[src/rtl/wnc_pkg.sv]
// shared types and constants for the window normalized correlation block
package wnc_pkg;

  localparam int unsigned MaxWindowDef  = 256;
  localparam int unsigned SampleBitsDef = 16;
  localparam int unsigned InSampleW     = 16;
  localparam int unsigned CorrW         = 17;
  localparam int unsigned FracW         = 16;
  localparam logic [CorrW-1:0] OneQ16   = 17'h10000;

  // commands from controller to datapath
  typedef struct packed {
    logic load;       // store the input word and update sums
    logic clr;        // clear window state
    logic rd;         // issue store read at scan index
    logic dev;        // form deviations from read data
    logic div_start;  // start the shared divider
    logic acc;        // add finished term to accumulator
    logic fin_start;  // select the final mean operands for the divider
    logic fin_done;   // capture the clamped mean
  } wnc_cmd_t;

  // status from datapath to controller
  typedef struct packed {
    logic full;       // window holds the maximum pair count
    logic empty;      // no pairs stored
    logic scan_end;   // scan index reached the pair count
    logic div_busy;   // divider still working
    logic acc_pos;    // term sum greater than zero
  } wnc_sts_t;

endpackage

[src/rtl/wnc_ctrl.sv]
// controller sequencing load, scan, per-pair divide and final mean
module wnc_ctrl (
  input  logic              clk,
  input  logic              rst_n,
  input  logic              in_tvalid,
  output logic              in_tready,
  input  logic              in_last,
  output logic              out_tvalid,
  input  logic              out_tready,
  output logic              out_ovf,
  output wnc_pkg::wnc_cmd_t cmd,
  input  wnc_pkg::wnc_sts_t sts
);
  import wnc_pkg::*;

  typedef enum logic [7:0] {
    S_LOAD = 8'b0000_0001,
    S_RD   = 8'b0000_0010,
    S_DEV  = 8'b0000_0100,
    S_DIVS = 8'b0000_1000,
    S_DIVW = 8'b0001_0000,
    S_FIN  = 8'b0010_0000,
    S_FINW = 8'b0100_0000,
    S_OUT  = 8'b1000_0000
  } state_t;

  state_t state_r, state_nxt;
  logic   ovf_r, ovf_nxt;
  logic   acc_pend_r;
  logic   in_acc;

  assign in_tready  = (state_r == S_LOAD);
  assign out_tvalid = (state_r == S_OUT);
  assign out_ovf    = ovf_r;
  assign in_acc     = in_tvalid && in_tready;

  // next state and commands
  always_comb begin
    state_nxt = state_r;
    ovf_nxt   = ovf_r;
    cmd       = '0;
    case (state_r)
      S_LOAD: begin
        if (in_acc) begin
          if (sts.full) ovf_nxt = 1'b1;
          else cmd.load = 1'b1;
          if (in_last) state_nxt = S_RD;
        end
      end
      S_RD: begin
        if (acc_pend_r) cmd.acc = 1'b1;
        if (sts.scan_end) state_nxt = S_FIN;
        else begin
          cmd.rd    = 1'b1;
          state_nxt = S_DEV;
        end
      end
      S_DEV: begin
        cmd.dev   = 1'b1;
        state_nxt = S_DIVS;
      end
      S_DIVS: begin
        cmd.div_start = 1'b1;
        state_nxt     = S_DIVW;
      end
      S_DIVW: begin
        if (!sts.div_busy) state_nxt = S_RD;
      end
      S_FIN: begin
        cmd.div_start = 1'b1;
        cmd.fin_start = 1'b1;
        state_nxt     = S_FINW;
      end
      S_FINW: begin
        if (!sts.div_busy) begin
          cmd.fin_done = 1'b1;
          state_nxt    = S_OUT;
        end
      end
      S_OUT: begin
        if (out_tready) begin
          cmd.clr   = 1'b1;
          ovf_nxt   = 1'b0;
          state_nxt = S_LOAD;
        end
      end
      default: state_nxt = S_LOAD;
    endcase
  end

  always_ff @(posedge clk) begin
    if (!rst_n) begin
      state_r    <= S_LOAD;
      ovf_r      <= 1'b0;
      acc_pend_r <= 1'b0;
    end else begin
      state_r    <= state_nxt;
      ovf_r      <= ovf_nxt;
      acc_pend_r <= (state_r == S_DIVW) && !sts.div_busy;
    end
  end
endmodule

[config.mk]
export PLATFORM = sky130hd
export DESIGN_NAME = wnc_ctrl
export DESIGN_NICKNAME = d
export VERILOG_FILES = /design/src/rtl/wnc_pkg.sv /design/src/rtl/wnc_ctrl.sv
export SDC_FILE = /design/constraint.sdc
export NUM_CORES = 1
export LEC_CHECK = 0
export BUFFER_PORTS_ARGS = -buffer_cell sky130_fd_sc_hd__buf_2
export CELL_PAD_IN_SITES_DETAIL_PLACEMENT = 1
export CELL_PAD_IN_SITES_GLOBAL_PLACEMENT = 2
export CORE_MARGIN = 4
export CORE_UTILIZATION = 31
export CTS_BUF_LIST = sky130_fd_sc_hd__clkbuf_2 sky130_fd_sc_hd__clkbuf_4 sky130_fd_sc_hd__clkbuf_8
export CTS_CLUSTER_SIZE = 25
export DETAILED_ROUTE_END_ITERATION = 10
export GPL_TIMING_DRIVEN = 0
export PLACE_DENSITY = 0.9
export SLEW_MARGIN = 30
export SYNTH_ARGS = -nofsm -noshare
export SYNTH_HDL_FRONTEND = slang
export SYNTH_SLANG_ARGS = --single-unit
[constraint.sdc]
create_clock -name clk -period 4.5 [get_ports clk]
set_input_delay 1.125 -clock clk [delete_from_list [all_inputs] [get_ports clk]]
set_output_delay 1.125 -clock clk [all_outputs]
set_load 0.02 [all_outputs]
# Yosys cells after proc, flatten, opt, wreduce, memory -nomap -nowiden
# Cells that the tools add are included.
[classes]
n_eq_ne = 14
n_reduce_logical = 7
addsub = 0
div = 0
n_bitwise = 0
n_mul = 0
n_shift = 0
magnitude_cmp = 0
mux = 25
[op_table]
columns = ["op", "count"]
rows = [
  ["$pmux 8 s8", 1],
  ["$mux 8", 5],
  ["$mux 1", 17],
  ["$eq 8x1->1 const B", 1],
  ["$eq 8x2->1 const B", 1],
  ["$eq 8x3->1 const B", 1],
  ["$eq 8x4->1 const B", 1],
  ["$eq 8x5->1 const B", 1],
  ["$eq 8x6->1 const B", 1],
  ["$eq 8x7->1 const B", 1],
  ["$eq 8x8->1 const B", 1],
  ["$ne 2x1->1 const B", 4],
  ["$mux 6", 1],
  ["$reduce_and 5->1", 1],
  ["$ne 2x2->1 const B", 2],
  ["$reduce_and 4->1", 1],
  ["$logic_and 1x1->1", 2],
  ["$pmux 1 s2", 1],
  ["$reduce_bool 2->1", 1],
  ["$reduce_or 2->1", 1],
  ["$logic_not 1->1", 1],
]
[totals]
mem_bits_ro = 0
n_memories = 0
ff_bits = 10
ram_bits = 0
latch_bits = 0
output_inout_bits = 11

# Logic depth before layout (Yosys ltp)
[logic_depth]
depth_word = 4
mapped_depth = 5
depth_no_buf = 4

# Least setup slack after synthesis
# OpenSTA, ideal clock, no wires.
[synth_path]
path_kind = "flip-flop to output port"
start = "register state_r[4]"
end = "output cmd[7] in the netlist's numbering"
t_required_ps = 3375
setup_slack_ps = 1890
arrival_ps = 1485
path_stages_with_launch = 6
cell_sequence = "dfxtp_1 buf_6 nor4_4 and4b_1 nand2_1 nor2_1"
[synth_rtl]
columns = ["element", "line", "text"]
rows = [
  ["start: declaration", "wnc_ctrl.sv:27", "state_t state_r, state_nxt;"],
  ["start signal: assignment", "wnc_ctrl.sv:97", "state_r <= state_nxt;"],
  ["end: declaration", "wnc_ctrl.sv:11", "output wnc_pkg::wnc_cmd_t cmd,"],
]

==> results.cfg <==
[run_status]
status = completed

[clocking]
ctsResizeCount = 0
cts_tree = built
cts_inserted_buffers = 3
htreeDepth = 1
clk_latency_ns = 0.27
postCtsSetupRepairBufs = 0
cts_root_buf = clkbuf_4
cts.sinks = 10
cts_buffer_depth = 2
cts_hold_buf = 0
path_clk_slew_ns = 0.07

[sta]
clock.fmax_mhz = 350
hold_viol = 0
tightestPinTransition_ns = 0.369
fin_crit_ns = 2.86
slew-limit-headroom = 0.752
setup_tns_ns = 0
report.final.slew_viol_count = 0
final-setup-viol-count = 0
rsz0062_at_grt = no
fin_skew_ns = 0.00257
period_share = 0.634

[detailed_routing]
viasPerCell = 4.95
ant_nets = 0
avgRoutedWirePerCell_um = 13.3
dr.pass1.iters = 3
drt_wl_total_um = 1490
vias = 554
drc = 0
drtIter0Drc = 4

[synthesis]
yosys_warnings = 0
ys_top_cells_by_count = dfxtp_1, nor2_1, inv_1, nor3_1, nand4b_1
ys_types = 26
syn_avg_cell_area_um2 = 9.25
synth.most_common_cell = dfxtp_1
syn_nets = 76
synth.largest_area_cell = dfxtp_1
synth_edf_count = 0
synth-seq-area-share = 0.328
synthTopCellsByArea = dfxtp_1, nor4_4, nand4b_1
synth_area_um2 = 611
postSynthCellCount = 66
synthArstFlopShare = 0
ys.flop_type = dfxtp_1
synth_top_area_frac = 0.328
ys_ff_latch = 10

[grt]
grt_max_degree = 10
grtUsageTotal = 0.126
antenna_found_initial = 0
grt_pass1_vias = 538
grt_overflow = 0
grt_pass1_wl_um = 2510

[placement]
io_buffers = 18
hpwl_um = 1220
gp_congestion = 0.727
dpl-instance-area_um2 = 732
dpl.cell_count = 109

[setup_path]
cp.arrival_ns = 1.73
path_cells = buf_6 > nor4_4 > nand4b_1 > nor2_1 > buf_2
crit_slowest_cell = nor4_4
cp_num_buf_inv = 2
end_kind = output port
worstSetupPathType = reg -> out
critPathMaxFanout = 9
max_stage_delay_ns = 0.35
critical_path_required_ns = 3.38
startpoint_type = flip-flop
path_delay_family = simple AND/OR/NAND/NOR gates

[job]
drv_cap = 0

[floorplan]
fp.dieW_um = 52.4
start_util = 0.339
num_io_pins = 21
dieArea_um2 = 2740
dieHeight_um = 52.4
core-area_um2 = 1800
num_rows = 15

[layout]
ff_latch_area_um2 = 200
nFillCells = 230
diodes = 0
drive_above_1_share = 0.345
stdcell_count = 112
fin_area_um2 = 754
nNetsFinal = 99
area_growth_pct = 23.6
multi_input_area_um2 = 358

[power_and_ir_drop]
cellPowerDensity_nw_per_um2 = 307
peakVddDrop_uv = 176
leakage_nw = 0.328

[min_path]
hp-class = reg -> reg
## power breakdown
part           total (W)  leakage [nW]  internal (W)  switching (W)
clock          0.0000637        0.0138     0.0000310      0.0000327
sequential     0.0000991        0.0811     0.0000940     0.00000513
combinational  0.0000687         0.233     0.0000305      0.0000382
total           0.000232         0.328      0.000155      0.0000760
## layout by cell type, fill, tap and decap left out, types with 2 or more instances in the layout
cell,Yosys,routed
nor4_4,2,2
and2_1,2,2
buf_6,3,3
dfxtp_1,10,10
nand4b_1,4,4
a21oi_1,2,2
nor4_1,2,2
nor3_1,5,5
o21ai_0,2,2
clkbuf_4,0,3
nor2_1,9,9
buf_2,0,18
o21a_1,2,2
xor2_1,2,2
and4b_1,3,3
inv_1,5,5
nand2_1,2,2
## cell type report
class                      instances  share of cell area
sequential                        10               0.265
inverter                           5              0.0249
timing repair buffer              18               0.119
tap                               25              0.0415
clock buffer                       3              0.0299
multi-input combinational         48               0.474
buffer                             3              0.0448
## worst register-to-register path, stage by stage, from the launching register on
cell and delay [ns]:
dfxtp_1 0.31, buf_6 0.14, nor4_4 0.36, nand4b_1 0.32, nor4_1 0.37
## registers in the layout, summed over array words and instances, names as in the netlist
register / count
state_r: 8
acc_pend_r: 1
out_ovf: 1
## worst paths after layout
kind | cells past startpoint | slack [ns] | endpoint | from
hold / removal | 2 | 0.52 | out_ovf | out_ovf
setup / recovery | 5 | 1.64 | cmd[5] | state_r[4]
hold reg to reg | 2 | 0.52 | out_ovf | out_ovf
setup reg to reg | 4 | 2.90 | state_r[5] | state_r[4]
## logic make-up (layout without fill, tap and decap cells)
group | Yosys count | in the layout | share of synthesized area
compound gates | 10 | 10 | 0.113
xor+xnor | 3 | 3 | 0.0430
simple gates | 35 | 35 | 0.430
buf+inv | 8 | 29 | 0.0861
flops | 10 | 10 | 0.328
## metrics by stage
step	util	setup slack (ns)	total power, W	hold WS (ns)
2_1_floorplan	-	1.89	0.000151	0.558
3_3_place_gp	0.406	1.79	0.000169	0.498
3_5_place_dp	0.406	1.80	0.000171	0.519
4_1_cts	0.419	1.64	0.000234	0.535
5_1_grt	0.419	1.49	0.000247	0.566
6_report	0.419	1.64	0.000232	0.522
## layer usage
layer	wire length [um]	share of wire	up-vias	global-route usage
met1	720	0.48	252	0.153
met2	665	0.45	12	0.202
li1	-	-	288	-
met3	82	0.055	2	0.0484
met4	19	0.013	0	0.0383
met5	0	0	-	0
Note: power is estimated with default switching activity, not from simulation.
